--- src/frwg_pkg.sv ---
// Shared types and constants for the fuzzy rule weight generator.
`timescale 1ns / 1ps

package frwg_pkg;

   localparam int SAMPLE_W = 16;
   localparam int BP_W     = 64;
   localparam int PEAK_W   = 16;
   localparam int DEG_W    = 17;
   localparam int Q_BITS   = 16;
   localparam int IDX_W    = 6;
   localparam int WEIGHT_W = 17;
   localparam int N_INPUTS = 3;
   localparam int CSR_W    = 2;

   localparam logic [DEG_W-1:0] ONE_Q16  = DEG_W'(65536);
   localparam logic [BP_W-1:0]  BP_RESET = 64'h0003_0002_0001_0000;

   localparam logic [CSR_W-1:0] CSR_BP_FIRST  = 2'd0;
   localparam logic [CSR_W-1:0] CSR_BP_SECOND = 2'd1;
   localparam logic [CSR_W-1:0] CSR_BP_THIRD  = 2'd2;

   typedef struct packed {
      logic busy;
      logic done;
   } lane_status_type;

endpackage

--- src/frwg_rule_engine.sv ---
// Rule sweep: triple degree products, one weight per cycle unless stalled.
`timescale 1ns / 1ps

module frwg_rule_engine #(
   parameter int N_SETS = 4
) (
   input  logic                                clock,
   input  logic                                reset,
   input  logic                                load,
   input  logic [frwg_pkg::DEG_W-1:0]          deg_first  [N_SETS],
   input  logic [frwg_pkg::DEG_W-1:0]          deg_second [N_SETS],
   input  logic [frwg_pkg::DEG_W-1:0]          deg_third  [N_SETS],
   output logic                                can_load,
   output logic                                rsp_valid,
   input  logic                                rsp_stall,
   output logic [frwg_pkg::IDX_W-1:0]          rsp_rule_index,
   output logic [frwg_pkg::WEIGHT_W-1:0]       rsp_firing_weight,
   output logic                                rsp_last_rule
);

   localparam int TOTAL  = N_SETS * N_SETS * N_SETS;
   localparam int RULE_W = $clog2(TOTAL);
   localparam int SEL_W  = $clog2(N_SETS);
   localparam int DW     = frwg_pkg::DEG_W;
   localparam int P1_W   = 2 * DW - 1;
   localparam int P2_W   = P1_W + DW;

   logic have_ff;
   logic [DW-1:0] deg_a_ff [N_SETS];
   logic [DW-1:0] deg_b_ff [N_SETS];
   logic [DW-1:0] deg_c_ff [N_SETS];
   logic [SEL_W-1:0] i_ff, j_ff, k_ff;
   logic [RULE_W-1:0] rule_ff;
   logic s1_valid_ff;
   logic [P1_W-1:0] s1_prod_ff;
   logic [DW-1:0] s1_c_ff;
   logic [RULE_W-1:0] s1_rule_ff;
   logic s1_last_ff;
   logic rsp_valid_ff;
   logic [frwg_pkg::WEIGHT_W-1:0] weight_ff;
   logic [frwg_pkg::IDX_W-1:0] index_ff;
   logic last_ff;
   logic advance, issue, last_issue;
   logic [P2_W-1:0] full_in;

   assign advance    = !rsp_valid_ff || !rsp_stall;
   assign issue      = advance && have_ff;
   assign last_issue = (rule_ff == RULE_W'(TOTAL - 1));
   assign can_load   = !have_ff || (issue && last_issue);
   assign full_in    = P2_W'(s1_prod_ff) * P2_W'(s1_c_ff);

   always_ff @(posedge clock) begin
      if (reset) begin
         have_ff      <= 1'b0;
         s1_valid_ff  <= 1'b0;
         rsp_valid_ff <= 1'b0;
      end else begin
         if (load) begin
            have_ff <= 1'b1;
         end else if (issue && last_issue) begin
            have_ff <= 1'b0;
         end
         if (advance) begin
            s1_valid_ff  <= issue;
            rsp_valid_ff <= s1_valid_ff;
         end
      end
   end

   always_ff @(posedge clock) begin
      if (load) begin
         deg_a_ff <= deg_first;
         deg_b_ff <= deg_second;
         deg_c_ff <= deg_third;
         i_ff     <= '0;
         j_ff     <= '0;
         k_ff     <= '0;
         rule_ff  <= '0;
      end else if (issue) begin
         rule_ff <= rule_ff + RULE_W'(1);
         if (j_ff == SEL_W'(N_SETS - 1)) begin
            j_ff <= '0;
            if (i_ff == SEL_W'(N_SETS - 1)) begin
               i_ff <= '0;
               k_ff <= k_ff + SEL_W'(1);
            end else begin
               i_ff <= i_ff + SEL_W'(1);
            end
         end else begin
            j_ff <= j_ff + SEL_W'(1);
         end
      end
      if (advance) begin
         s1_prod_ff <= P1_W'(deg_a_ff[i_ff]) * P1_W'(deg_b_ff[j_ff]);
         s1_c_ff    <= deg_c_ff[k_ff];
         s1_rule_ff <= rule_ff;
         s1_last_ff <= last_issue;
         weight_ff  <= full_in[32 +: frwg_pkg::WEIGHT_W];
         index_ff   <= frwg_pkg::IDX_W'(s1_rule_ff);
         last_ff    <= s1_last_ff;
      end
   end

   assign rsp_valid         = rsp_valid_ff;
   assign rsp_rule_index    = index_ff;
   assign rsp_firing_weight = weight_ff;
   assign rsp_last_rule     = last_ff;

endmodule

--- config.mk ---
export PLATFORM = sky130hd
export DESIGN_NAME = frwg_rule_engine
export DESIGN_NICKNAME = d
export VERILOG_FILES = /design/src/frwg_pkg.sv /design/src/frwg_rule_engine.sv
export SDC_FILE = /design/constraint.sdc
export NUM_CORES = 2
export LEC_CHECK = 0
export BUFFER_PORTS_ARGS = -buffer_cell sky130_fd_sc_hd__buf_2
export CAP_MARGIN = 20
export CORE_UTILIZATION = 45
export DETAILED_ROUTE_END_ITERATION = 8
export PLACE_DENSITY = 0.66
export SLEW_MARGIN = 20
export SYNTH_ARGS = -nofsm -noshare
export SYNTH_HDL_FRONTEND = slang
export SYNTH_SLANG_ARGS = --single-unit
--- constraint.sdc ---
create_clock -name clock -period 7 [get_ports clock]
set_input_delay 0.35 -clock clock [delete_from_list [all_inputs] [get_ports clock]]
set_output_delay 0.35 -clock clock [all_outputs]
set_load 0.03 [all_outputs]
# Word-level counts from Yosys, hierarchy flattened
# Cells that the tools add are included.
[op_classes]
n_bitwise = 3
multipliers = 2
n_addsub = 4
muxes = 13
n_reduce_logical = 10
n_eq_ne = 3
n_shift = 0
div_mod_pow = 0
order_cmp = 3
[ops]
columns = ["cell", "n"]
rows = [
  ["17-bit binary-select mux with 2-bit select", 3],
  ["17-bit 2-to-1 mux", 6],
  ["33-bit by 17-bit multiplier with 49-bit output", 1],
  ["17-bit by 17-bit multiplier with 33-bit output", 1],
  ["3-bit greater-or-equal comparator (second input constant)", 3],
  ["2-bit inverter with 3-bit output", 3],
  ["2-bit by 1-bit adder with 2-bit output (second input constant)", 3],
  ["6-bit by 1-bit adder with 6-bit output (second input constant)", 1],
  ["6-bit equality test (second input constant)", 1],
  ["2-bit equality test (second input constant)", 2],
  ["2-bit 2-to-1 mux", 2],
  ["1-bit zero test", 3],
  ["3-bit AND reduction", 1],
  ["1-bit logical AND", 2],
  ["1-bit logical OR", 2],
  ["1-bit 2-to-1 mux", 2],
  ["2-bit AND reduction", 1],
  ["2-bit nonzero test", 1],
]
[word_totals]
n_memories = 0
latch_bits = 0
input_bits = 208
romBits = 0
ramBits = 0
out_inout_bits = 26
ff_bits = 300
elab_cells = 64

# Depth between registers and ports, before layout
[logic_depth]
word_depth = 6
depth_mapped = 29
mapped_depth_nobuf = 26

# Worst setup path before layout
# OpenSTA, ideal clock, no wires.
[synth_timing]
kind = "reg2reg"
startpoint = "register j_ff[1]"
endpoint = "register s1_prod_ff[31], data pin"
arrival_ns = 7.104
setup_slack_ns = -0.362
period_less_slack_ns = 7.362
setup_time_ns = 0.257
stages_incl_launch_ff = 27
path_buffers = 3
required_time_ns = 6.743
cell_sequence = "dfxtp_1 clkbuf_1 buf_1 mux2_2 o21ai_1 clkbuf_1 nor2_1 fa_1 inv_1 fa_1 fa_1 inv_1 fa_1 fa_1 inv_1 fa_1 inv_1 ha_1 a21o_1 a21o_4 a2111oi_4 a21oi_2 o21bai_2 a21oi_2 a41o_1 o41a_1 xor2_1"
[synth_via]
elab_chain_len = 5
[synth_lines]
columns = ["element", "line_no", "text"]
rows = [
  ["start, declared", "frwg_rule_engine.sv:32", "logic [SEL_W-1:0] i_ff, j_ff, k_ff;"],
  ["start signal, assigned", "frwg_rule_engine.sv:90", "j_ff <= j_ff + SEL_W'(1);"],
  ["2-bit inverter with 3-bit output (implied by the code)", "frwg_rule_engine.sv:94", "s1_prod_ff <= P1_W'(deg_a_ff[i_ff]) * P1_W'(deg_b_ff[j_ff]);"],
  ["17-bit binary-select mux with 2-bit select", "frwg_rule_engine.sv:94", ""],
  ["17-bit 2-to-1 mux (implied by the code) (2 in a row)", "frwg_rule_engine.sv:94", ""],
  ["17-bit by 17-bit multiplier with 33-bit output", "frwg_rule_engine.sv:94", ""],
  ["end signal, assigned", "frwg_rule_engine.sv:94", ""],
  ["end, declared", "frwg_rule_engine.sv:35", "logic [P1_W-1:0] s1_prod_ff;"],
]
# Every way passes these cells. The select of a mux whose other input is x is not followed.
# A chain may end at the register's enable or synchronous reset.

# Final worst setup path
[layout_timing]
startpoint = "register j_ff[0]"
endpoint = "register s1_prod_ff[31], data pin"
# The elaborated chain is that of the path after synthesis.

==> impl_metrics.py <==
metrics = {
    "drt": {
        "vias": 25400,
        "drc": 0,
        "wire_per_inst_um": 18.7,
        "wl_um": 95000,
        "vias_per_cell": 5.00,
        "drtIter0Drc": 1393,
        "dr.pass1.iters": 5,
        "antenna_left": 0,
    },
    "clock_network": {
        "clock_path_buffers": 3,
        "cts_sinks": 300,
        "clkTransAtPathRegs_ns": 0.06,
        "cts_tree": "built",
        "htreeDepth": 1,
        "root_buffer": "clkbuf_16",
        "worstSkewPairLatency_ns": 0.60,
        "cts_buffers": 30,
    },
    "flow_run": {
        "max_cap_violations": 0,
    },
    "grt": {
        "grt_start_max_net_pins": 171,
        "grt_antenna_before_repair": 2,
        "grt_pass1_vias": 27900,
        "track_usage_pct": 23.9,
        "overflow": 0,
        "grt_pass1_wl_um": 153000,
    },
    "sta": {
        "period_share_pct": 97.6,
        "slew_headroom_pct": 29.9,
        "hold_viol_final": 0,
        "setup-violations-final": 0,
        "fin_hold_ws_ns": 0.0528,
        "fin_skew_ns": 0.0332,
        "post-route-min-period_ns": 6.84,
        "max_freq_ghz": 0.146,
        "drv_slew": 0,
        "rsz0062_at_grt": "yes",
        "worst_slew_pin_slew_ns": 1.05,
    },
    "die": {
        "die_area_mm2": 0.0823,
        "start_util_pct": 45.4,
        "rows": 104,
        "die_w_um": 287,
        "core_mm2": 0.0804,
        "die_y_um": 287,
        "io_pins": 234,
    },
    "setup_path": {
        "worst_path_most_repeated_cell": "fa_1",
        "cp_data_required_time_ns": 7.35,
        "cp_max_fo": 13,
        "crit_start": "j_ff[0]$_SDFFE_PP0P_",
        "arrival_ns": 7.18,
        "path_class": "reg -> reg",
        "cp-start-kind": "register",
        "end_kind": "register",
        "critPathSlowestCell": "mux4_2",
        "path_buf_inv": 5,
        "critPathTopFamily": "adder cells",
        "timing.rr.start": "j_ff[0]$_SDFFE_PP0P_",
        "slowest_delay_ns": 0.67,
        "crit_chain": "buf_12 > mux4_2 > buf_4 > nand2_1 > fa_1 > fa_1 > fa_1 > inv_1 > fa_1 > fa_1 > inv_1 > fa_1 > inv_1 > ha_1 > a21o_4 > a2111oi_4 > a21oi_2 > o21bai_2 > a21oi_2 > a41o_1 > o41a_1 > xor2_1",
    },
    "synth": {
        "ys_seq_area_share_pct": 24.3,
        "syn_inst": 3501,
        "synth_edf_count": 285,
        "ys.flop_type": "edfxtp_1",
        "syn-cell-area_mm2": 0.0365,
        "synthesis.nets": 4618,
        "synth-seq-cells": 300,
        "synth_cell_types": 56,
        "avgSynthCellArea_um2": 10.4,
        "yosysTopAreaCell": "fa_1",
        "synthTopCellsByArea": "fa_1 (38%), edfxtp_1 (23%), inv_1 (8.6%)",
        "async_flop_share_pct": 0,
        "synth_top_area_share_pct": 37.5,
        "synth_warnings": 0,
    },
    "layout": {
        "multi_input_comb_area_mm2": 0.0240,
        "layout.nets": 5107,
        "area_delta_synth_final_pct": 18.6,
        "drive_above_1_share_pct": 13.4,
        "num-fill-cells": 6976,
        "seqCellArea_mm2": 0.00887,
        "finalCoreUtilization_pct": 53.8,
        "stdcell_count": 5076,
    },
    "place": {
        "place_inst": 4786,
        "routabilityCongestion": 0.916,
        "port_buffers": 233,
        "dp_hpwl_um": 71100,
    },
    "min_path": {
        "hp-class": "in -> reg",
        "hp-start": "rsp_stall",
    },
    "outcome": {
        "status": "completed",
    },
}
[area by class of cell]
type	count	area share (%)
Multi-Input combinational cell	2221	55.5
Sequential cell	300	20.5
Timing Repair Buffer	604	11.3
Inverter	833	7.22
Tap cell	1060	3.06
Clock buffer	34	1.77
Clock inverter	21	0.581
Antenna cell	3	0.0173
[cells in the final DEF (no fill, tap or decap), types with 4 or more instances in the layout]
| cell type | n |
|---|---|
| a211oi_1 | 8 |
| a21o_1 | 30 |
| a21oi_1 | 61 |
| a21oi_2 | 4 |
| and2_1 | 267 |
| buf_12 | 32 |
| buf_2 | 232 |
| buf_4 | 131 |
| bufinv_16 | 4 |
| clkbuf_1 | 4 |
| clkbuf_16 | 32 |
| clkinv_1 | 4 |
| clkinv_2 | 5 |
| dfxtp_1 | 12 |
| dlygate4sd3_1 | 205 |
| edfxtp_1 | 285 |
| fa_1 | 684 |
| ha_1 | 223 |
| inv_1 | 830 |
| inv_6 | 4 |
| mux2_2 | 13 |
| mux2i_1 | 13 |
| mux4_2 | 38 |
| nand2_1 | 567 |
| nand2b_1 | 7 |
| nand3_1 | 13 |
| nand4_1 | 13 |
| nor2_1 | 97 |
| nor2b_1 | 7 |
| nor3_1 | 9 |
| o211ai_1 | 5 |
| o21a_1 | 18 |
| o21ai_0 | 25 |
| o21ai_1 | 9 |
| o21bai_1 | 4 |
| xnor2_1 | 36 |
| xor2_1 | 20 |
[cells by family (layout without fill, tap and decap cells)]
family | Yosys count | in the layout | synth area share, %
and+or+nand+nor | 1002 | 1002 | 12.6
buffers and inverters | 980 | 1492 | 10.1
adders and majority gates | 909 | 909 | 45.2
DFF | 300 | 300 | 24.3
AOI/OAI and AO/OA | 190 | 190 | 3.40
muxes | 64 | 64 | 3.10
xor gates and xnor gates | 56 | 56 | 1.34
other | 0 | 3 | 0
[timing repair]
item / in CTS / in global routing
gates resized for setup: 1 / 29
endpoints found under the hold margin: 207 / 0
cloned: 0 / 2
hold buffers: 205 / 0
pin swaps: 0 / 2
buffers inserted: 1 / 24
endpoints found under the setup margin: 2 / 13
[worst min-delay path, cell delays in order]
cell	delay, ns
buf_2	0.13
nand3_1	0.07
a21oi_1	0.06
[layer usage]
layer / track usage (%) / part of all wire (%) / vias to the layer above
met1: 30.9 / 41 / 12900
met4: 7.59 / 3.4 / 0
met5: 0 / 0 / -
met3: 2.72 / 5.5 / 175
li1: - / - / 11500
met2: 42.0 / 51 / 800
[cell usage after synthesis (11+ instances only)]
library cell  count
o21ai_0          29
nor3_1           11
xor2_1           20
ha_1            225
nor2_1           98
o21a_1           18
clkbuf_1        135
mux4_2           38
edfxtp_1        285
nand3_1          13
a21oi_1          62
inv_1           833
dfxtp_1          15
and2_1          267
nand2_1         570
a21o_1           30
mux2i_1          13
fa_1            684
xnor2_1          36
mux2_2           13
nand4_1          13
[metrics by stage]
step	setup TNS (ns)	instance area, um^2	worst slack (ns)
3_5_place_dp	-0.120	39800	-0.0693
6_report	0	43300	0.165
5_1_grt	-0.112	43300	-0.0685
2_1_floorplan	0	36500	0.000248
3_3_place_gp	0	39800	0.0367
4_1_cts	0	42900	0.00769
[flip-flops by register name, summed over array words and instances (netlist names), 6 cells and up]
register and cells:
s1_prod_ff 33, deg_c_ff 68, deg_a_ff 68, rule_ff 6, rsp_firing_weight 17, deg_b_ff 68
rsp_rule_index 6, s1_rule_ff 6, s1_c_ff 17
[worst paths after layout]
kind                                 endpoint  slack [ns]  depth (start not counted)
setup / recovery     s1_prod_ff[31]$_DFFE_PN_        0.16                         22
hold / removal       s1_valid_ff$_SDFFE_PP0N_        0.05                          3
setup reg to reg     s1_prod_ff[31]$_DFFE_PN_        0.16                         22
hold reg to reg   rsp_rule_index[3]$_DFFE_PN_        0.42                          0
Power is left out: the tool's default activity adds up to more than one toggle a clock period on the data nets, which glitch-free logic cannot reach.
