==> src/frwg_pkg.sv <==
// Shared types and constants for the fuzzy rule weight generator.
`timescale 1ns / 1ps

package frwg_pkg;

   localparam int SAMPLE_W = 16;
   localparam int BP_W     = 64;
   localparam int PEAK_W   = 16;
   localparam int DEG_W    = 17;
   localparam int Q_BITS   = 16;
   localparam int IDX_W    = 6;
   localparam int WEIGHT_W = 17;
   localparam int N_INPUTS = 3;
   localparam int CSR_W    = 2;

   localparam logic [DEG_W-1:0] ONE_Q16  = DEG_W'(65536);
   localparam logic [BP_W-1:0]  BP_RESET = 64'h0003_0002_0001_0000;

   localparam logic [CSR_W-1:0] CSR_BP_FIRST  = 2'd0;
   localparam logic [CSR_W-1:0] CSR_BP_SECOND = 2'd1;
   localparam logic [CSR_W-1:0] CSR_BP_THIRD  = 2'd2;

   typedef struct packed {
      logic busy;
      logic done;
   } lane_status_type;

endpackage

==> src/frwg_lane.sv <==
// One fuzzification lane: clamps a sample and computes its set degrees.
`timescale 1ns / 1ps

module frwg_lane #(
   parameter int N_SETS = 4
) (
   input  logic                               clock,
   input  logic                               reset,
   input  logic                               start,
   input  logic                               take,
   input  logic [frwg_pkg::BP_W-1:0]          breakpoints,
   input  logic signed [frwg_pkg::SAMPLE_W-1:0] sample,
   output logic [frwg_pkg::DEG_W-1:0]         degree [N_SETS],
   output frwg_pkg::lane_status_type          status
);

   localparam int STEP_W = $clog2(frwg_pkg::Q_BITS);
   localparam int AW     = frwg_pkg::PEAK_W + 2;
   localparam int REM_W  = AW + 1;

   typedef enum logic [1:0] {IDLE, SETUP, DIVIDE, DONE} phase_type;
   typedef enum logic [1:0] {DEG_ZERO, DEG_ONE, DEG_DIV} mode_type;

   phase_type phase_ff;
   logic [STEP_W-1:0] step_ff;
   logic signed [frwg_pkg::PEAK_W-1:0] x_ff;
   logic signed [frwg_pkg::PEAK_W-1:0] x_in;
   logic signed [frwg_pkg::PEAK_W-1:0] peak [N_SETS];
   mode_type mode_ff [N_SETS];
   mode_type mode_in [N_SETS];
   logic [REM_W-1:0] rem_ff [N_SETS];
   logic [REM_W-1:0] rem_in [N_SETS];
   logic [AW-1:0] den_ff [N_SETS];
   logic [AW-1:0] den_in [N_SETS];
   logic [frwg_pkg::Q_BITS-1:0] quo_ff [N_SETS];
   logic [REM_W-1:0] rem_step [N_SETS];
   logic [frwg_pkg::Q_BITS-1:0] quo_step [N_SETS];

   // Clamp low bound first, then high bound.
   always_comb begin
      x_in = sample;
      if (sample < peak[0]) begin
         x_in = peak[0];
      end
      if (x_in > peak[N_SETS-1]) begin
         x_in = peak[N_SETS-1];
      end
   end

   for (genvar s = 0; s < N_SETS; s++) begin : g_set
      logic signed [AW-1:0] mid, left, right, x, num, den;

      assign peak[s] = $signed(breakpoints[frwg_pkg::PEAK_W*s +: frwg_pkg::PEAK_W]);
      assign mid = AW'(peak[s]);
      assign x   = AW'(x_ff);

      if (s == 0) begin : g_lo
         assign left = AW'(peak[0]) - AW'(1);
      end else begin : g_lo_mid
         assign left = AW'(peak[s-1]);
      end
      if (s == N_SETS - 1) begin : g_hi
         assign right = AW'(peak[N_SETS-1]) + AW'(1);
      end else begin : g_hi_mid
         assign right = AW'(peak[s+1]);
      end

      always_comb begin
         num = '0;
         den = '0;
         if (x >= left && x <= mid) begin
            num = x - left;
            den = mid - left;
         end else if (x > mid && x <= right) begin
            num = right - x;
            den = right - mid;
         end
         if (den <= 0 || num <= 0) begin
            mode_in[s] = DEG_ZERO;
         end else if (num >= den) begin
            mode_in[s] = DEG_ONE;
         end else begin
            mode_in[s] = DEG_DIV;
         end
         rem_in[s] = REM_W'(unsigned'(num));
         den_in[s] = unsigned'(den);
      end

      // One restoring division step per cycle.
      always_comb begin
         logic [REM_W-1:0] shifted;
         shifted = {rem_ff[s][REM_W-2:0], 1'b0};
         if (shifted >= REM_W'(den_ff[s])) begin
            rem_step[s] = shifted - REM_W'(den_ff[s]);
            quo_step[s] = {quo_ff[s][frwg_pkg::Q_BITS-2:0], 1'b1};
         end else begin
            rem_step[s] = shifted;
            quo_step[s] = {quo_ff[s][frwg_pkg::Q_BITS-2:0], 1'b0};
         end
      end

      always_comb begin
         unique case (mode_ff[s])
            DEG_ONE: degree[s] = frwg_pkg::ONE_Q16;
            DEG_DIV: degree[s] = frwg_pkg::DEG_W'(quo_ff[s]);
            default: degree[s] = '0;
         endcase
      end
   end

   always_ff @(posedge clock) begin
      if (reset) begin
         phase_ff <= IDLE;
      end else begin
         unique case (phase_ff)
            IDLE: begin
               if (start) begin
                  phase_ff <= SETUP;
               end
            end
            SETUP: begin
               phase_ff <= DIVIDE;
            end
            DIVIDE: begin
               if (step_ff == STEP_W'(frwg_pkg::Q_BITS - 1)) begin
                  phase_ff <= DONE;
               end
            end
            DONE: begin
               if (take) begin
                  phase_ff <= IDLE;
               end
            end
            default: phase_ff <= IDLE;
         endcase
      end
      if (phase_ff == IDLE && start) begin
         x_ff <= x_in;
      end
      if (phase_ff == SETUP) begin
         step_ff <= '0;
         for (int s = 0; s < N_SETS; s++) begin
            mode_ff[s] <= mode_in[s];
            rem_ff[s]  <= rem_in[s];
            den_ff[s]  <= den_in[s];
            quo_ff[s]  <= '0;
         end
      end else if (phase_ff == DIVIDE) begin
         step_ff <= step_ff + STEP_W'(1);
         for (int s = 0; s < N_SETS; s++) begin
            rem_ff[s] <= rem_step[s];
            quo_ff[s] <= quo_step[s];
         end
      end
   end

   assign status.busy = (phase_ff == SETUP) || (phase_ff == DIVIDE);
   assign status.done = (phase_ff == DONE);

endmodule

==> config.mk <==
export PLATFORM = sky130hd
export DESIGN_NAME = frwg_lane
export DESIGN_NICKNAME = d
export VERILOG_FILES = /design/src/frwg_pkg.sv /design/src/frwg_lane.sv
export SDC_FILE = /design/constraint.sdc
export NUM_CORES = 1
export LEC_CHECK = 0
export BUFFER_PORTS_ARGS = -buffer_cell sky130_fd_sc_hd__buf_4
export CAP_MARGIN = 25
export CORE_ASPECT_RATIO = 2
export CORE_MARGIN = 2
export CORE_UTILIZATION = 40
export DETAILED_ROUTE_END_ITERATION = 8
export SYNTH_ARGS = -nofsm -noshare
export SYNTH_HDL_FRONTEND = slang
export SYNTH_SLANG_ARGS = --single-unit
export TNS_END_PERCENT = 20
==> constraint.sdc <==
create_clock -name clock -period 8.3 [get_ports clock]
set_clock_uncertainty 0.1 [all_clocks]
set_input_delay 1.245 -clock clock [delete_from_list [all_inputs] [get_ports clock]]
set_output_delay 1.245 -clock clock [all_outputs]
set_load 0.005 [all_outputs]
# Word level (Yosys, flattened, before mapping)
# Memory sizes are Yosys's and may differ from the RTL's.
# Cells that the tools add are included.
[totals] ff_bits=22 latchBits=0 ram_bits=220 mem_bits_ro=0 output_inout_bits=70 memories=4
[mem_list] memory="rem_ff" words=4 width=19 rd=4 rd_ports_with_merged_regs=0 write_ports=4 line_no="frwg_lane.sv:31" text="logic [REM_W-1:0] rem_ff [N_SETS];"
[mem_list] memory="den_ff" words=4 width=18 rd=4 rd_ports_with_merged_regs=0 write_ports=4 line_no="frwg_lane.sv:33" text="logic [AW-1:0] den_ff [N_SETS];"
[mem_list] memory="quo_ff" words=4 width=16 rd=4 rd_ports_with_merged_regs=0 write_ports=4 line_no="frwg_lane.sv:35" text="logic [frwg_pkg::Q_BITS-1:0] quo_ff [N_SETS];"
[mem_list] memory="mode_ff" words=4 width=2 rd=4 rd_ports_with_merged_regs=0 write_ports=4 line_no="frwg_lane.sv:29" text="mode_type mode_ff [N_SETS];"
[classes] addsub=20 multipliers=0 div=0 n_lt_le_gt_ge=31 n_eq_ne=15 shifts=0 muxes=55 bitwise=8 reduce_logical=16
[op_table] operator="18-bit 2-to-1 mux" n=16
[op_table] operator="16-bit by 16-bit subtractor with 17-bit output" n=9
[op_table] operator="19-bit 2-to-1 mux" n=8
[op_table] operator="18-bit by 1-bit <= comparator with 1-bit output (second input constant)" n=8
[op_table] operator="17-bit case mux with 2 select lines" n=4
[op_table] operator="16-bit 2-to-1 mux" n=6
[op_table] operator="16-bit greater-than comparator" n=5
[op_table] operator="19-bit by 18-bit >= comparator with 1-bit output" n=4
[op_table] operator="19-bit by 18-bit subtractor with 19-bit output" n=4
[op_table] operator="18-bit >= comparator" n=4
[op_table] operator="16-bit <= comparator" n=4
[op_table] operator="16-bit >= comparator" n=3
[op_table] operator="16-bit by 17-bit subtractor with 18-bit output" n=2
[op_table] operator="17-bit by 16-bit subtractor with 18-bit output" n=2
[op_table] operator="2-bit 2-to-1 mux" n=11
[op_table] operator="16-bit by 2-bit adder with 17-bit output (second input constant)" n=1
[op_table] operator="16-bit by 17-bit >= comparator with 1-bit output" n=1
[op_table] operator="16-bit by 17-bit <= comparator with 1-bit output" n=1
[op_table] operator="16-bit by 2-bit subtractor with 17-bit output (second input constant)" n=1
[op_table] operator="16-bit less-than comparator" n=1
[op_table] operator="2-bit == test (second input constant)" n=6
[op_table] operator="2-bit by 1-bit == test with 1-bit output (second input constant)" n=5
[op_table] operator="1-bit logical AND" n=9
[op_table] operator="1-bit 2-to-1 mux" n=9
[op_table] operator="other kinds (8)" n=21

# Logic depth before layout (Yosys ltp)
[depth] word_depth=8 ltp_mapped=31

# Worst setup path before layout
# No wires, ideal clock.
[synth_timing] path_kind="input-to-reg" start="input port breakpoints[50] (netlist name)" end="memory mode_ff[3][0] (netlist name) (data pin)" setup_ps=255 t_arrival_ps=6936 t_required_ps=7945 setup_slack_ps=1009 cell_stages=27 path_buffers=4 cell_sequence="clkbuf_1 > nand3_1 > nor3_1 > and2_1 > and3_1 > ha_1 > inv_1 > ha_1 > a2111oi_0 > a221oi_1 > a21boi_0 > o211a_1 > clkbuf_1 > clkbuf_1 > buf_1 > a22oi_1 > ha_1 > a21o_1 > a21o_1 > a211oi_1 > o21ai_0 > a221o_1 > a21o_1 > a21o_1 > a2111oi_0 > o21ai_0 > nor2b_1"
[synth_rtl] item="start: declaration" line_no="frwg_lane.sv:11" text="input logic [frwg_pkg::BP_W-1:0] breakpoints,"
[synth_rtl] item="end: declaration" line_no="frwg_lane.sv:29"

==> results.txt <==
- The flow ran to the end, and the final reports show no timing, DRC or antenna violations.
- In the routed layout, each cell is associated on average with a via count of 5.900.
- IO buf count: 153
* Reg-to-Reg Start: x_ff[2]
- In this run the horizontal extent of the chip is 192.4 um.
* Overflow after GRT: 0
- A synthesized cell averages 8.371 sq um.
- Summing all flip-flop and latch instances after layout gives 0.007027 sq mm.
- The netlist uses 92 different library cells.
* Dominant synthesized flop cell: edfxtp_1
- The critical path is of the in2reg type.
* Mapped cell area: 0.02839 sq mm
- Clock tree synthesis inserted a total of 26 buffers.
* TritonCTS clock tree: done
* Total routing resource utilization after global routing: 26.87%
- Post-Syn Instances: 3392
- Antenna violations before repair: 1
- Area of the placeable core: 0.07045 sq mm
* Leak Pwr: 14.09 nW
- Number of enable flip-flop cells after synthesis: 230
- Yosys synthesis warning count: 0
- Fillcell total: 7091
- Endpoints failing hold: 0
- IR analysis of the VDD net gives a maximum drop of 0.3195 mV.
- Setup total negative slack on the finished layout was measured at 0 ns.
- Maximum fanout along the worst path: 9
* Power density relative to cell area: 416.8 mW/mm^2
- Detailed routing inserted a total of 26112 vias.
- Clock Latency Late Sink: 0.60 ns
* Total wire length after detailed routing: 99730 um
- The tree is rooted in a clkbuf_16.
* Pin count of the biggest net entering global routing: 90
- The repair_antennas step left the layout with diodes totalling 0.
* Worst hold start: step_ff[3]
- The synthesized design contains 236 register bits.
- Share of synthesized area occupied by flip-flops and latches: 24.75%
- Number of maximum-capacitance violations: 0
- Buffers inserted to repair hold after CTS numbered 0.
* CTS H-Tree Depth: 1
- Half-perimeter wire length of the detailed placement result: 83000 um
- After layout, the minimum clock period comes to 7.064 ns.
- Arrival time worst endpoint: 7.31 ns
* Final GP Congestion: 0.9989
- Setup violators final: 0
- Number of antenna-violating nets in the routed design: 0
* Tcrit/Tclk final: 85.11%
* Final count of pins violating max slew: 0
* FFs w/ async S/R, synth: 0%
- Path category of the worst min-delay check: reg2reg
- Clock-pin slew was measured on the worst setup and hold paths at 0.07 ns.
- Global-route wire length before repair: 150300 um
- Total non-filler cell area in the finished layout: 0.03143 sq mm
- For this configuration, the core starts out at a cell density of 40.31%.
- STA classifies the critical path endpoint as a register.
- Startpoint of the worst setup timing path: breakpoints[0]
- In this run, the number of DRC markers left after iteration 0 of detailed routing was 2332.
- Area after detailed placement: 0.03053 sq mm
- Highest attainable clock frequency: 141.6 MHz
- Number of nets in the finished design: 3990
- Via count of the first global-routing pass: 25113
- Wire per inst: 22.53 um
* Clock Path Buffers: 3
* Fraction of layout cells with a size suffix above 1: 8.504%
- For this run, design rule violations remaining after detail routing come to 0.
- From bottom edge to top edge, the die measures 380.8 um.
- Die footprint: 0.07326 sq mm
* Combined area of the multi-input logic cells: 0.01977 sq mm
* CTS sink cnt: 236
- Synthesis produced a netlist with a net count of 3884.
- Once the clock tree was built, the resizer swapped 0 gates to a different size.
- Post-CTS timing repair inserted 0 buffers for setup.
- The first detailed-routing pass ran for 7 iterations.
* Rel. slew slack: 23.42%
- Transition time at the pin with the least slew margin: 1.141 ns
- Area Growth Syn to Fin: 10.68%
* Launching element type of the critical path: primary input
* Unrepaired setup endpoints after global routing: false
- The floorplan has 138 rows.
- 154 I/O pins were placed.
- At the worst endpoint, the required time is 8.55 ns.
## routing by layer
layer	routed length, um	track usage (%)	vias to the layer above	share of wire, %
met5	0	0	-	0
met1	42720	35.52	12271	43
met4	5674	13.06	0	5.7
met2	44550	42.93	1050	45
li1	-	-	12545	-
met3	6783	3.427	246	6.8
## cell type report
cell class	count	area share (%)
Clock inverter	19	0.6291
Sequential cell	236	22.36
Clock buffer	27	2.082
Multi-Input combinational cell	2722	62.90
Tap cell	910	3.623
Inverter	331	3.953
Timing Repair Buffer	181	4.451
## worst paths after layout
check / end / slack [ns] / cells past startpoint
worst max-delay path: mode_ff[0][1] / 1.24 / 27
worst min-delay path: step_ff[3] / 0.42 / 2
worst max register to register: mode_ff[3][0] / 1.78 / 20
worst min register to register: step_ff[3] / 0.42 / 2
## where the power goes
group / switching, W / internal, W
sequential: 0.000332 / 0.00229
combinational: 0.00571 / 0.00358
clock: 0.000516 / 0.000670
total: 0.00656 / 0.00654
## state kept, by name (all words and copies together), names as in the netlist
name and count:
mode_ff 8, step_ff 4, rem_ff 72, phase_ff 2
quo_ff 64, den_ff 70, x_ff 16
## through the flow
stage,setup slack (ns),std cells,util [%],hold slack [ns],power (W)
6_report,1.236,4426,44.61,0.4203,0.01310
3_3_place_gp,0.9152,4376,43.30,0.3998,0.01161
3_5_place_dp,0.7823,4377,43.34,0.4123,0.01173
4_1_cts,1.316,4423,44.55,0.4275,0.01298
5_1_grt,0.6331,4426,44.61,0.4423,0.01420
2_1_floorplan,1.009,3392,-,0.3787,0.009055
## synthesized netlist by cell type (all sizes together) (57+ instances only)
cell      n  area share [%]
nor2    269             3.6
edfxtp  230              24
nand3    71             1.3
inv     331             4.4
xnor2   144             4.4
and2    136             3.0
clkbuf   84             1.1
nor2b    57             1.3
nand2   207             2.8
xor2    101             3.1
ha      393              17
o21ai   176             3.1
a21oi   268             4.7
a21o     95             2.5
nor3     77             1.4
## kinds of logic after synthesis
kind of cell | Yosys count | synth area share (%)
xor+xnor | 245 | 7.557
flops | 236 | 24.75
buf+inv | 434 | 5.852
simple gates | 1022 | 18.20
compound gates | 968 | 22.34
mux | 79 | 2.935
fa+ha+maj | 408 | 18.37
## critical path: stages
cell and delay [ns]:
buf_4 0.15, or4_4 0.55, nor3_1 0.50, nand2_1 0.25, nor3_1 0.33, ha_1 0.24, inv_1 0.06, ha_1 0.38
nand2_1 0.10, nor4_1 0.27, a22o_1 0.18, nor3_1 0.05, mux2i_1 0.26, o21a_1 0.38, a32oi_1 0.19, ha_1 0.34
nor2b_1 0.13, o21ai_0 0.15, nand2b_1 0.07, a21oi_1 0.14, o21ai_0 0.10, a211oi_1 0.23, nor2_1 0.08, o31ai_1 0.23
a31oi_1 0.15, a41oi_1 0.25, nor4b_1 0.30
## cells in the final DEF, fill, tap and decap left out, drive strengths merged, types with 30 or more instances in the layout
| cell | n |
|---|---|
| nand4 | 41 |
| o31ai | 34 |
| nand3 | 71 |
| xnor2 | 144 |
| inv | 334 |
| mux2i | 45 |
| o21ai | 176 |
| a31oi | 34 |
| a211oi | 36 |
| nand2 | 207 |
| nor2b | 57 |
| nor3 | 77 |
| mux2 | 34 |
| ha | 393 |
| buf | 180 |
| nand2b | 38 |
| a21oi | 268 |
| xor2 | 101 |
| a21o | 95 |
| o21a | 56 |
| a22oi | 30 |
| edfxtp | 230 |
| nor2 | 269 |
| and2 | 136 |
No activity file was read; power rests on OpenSTA's default activity.
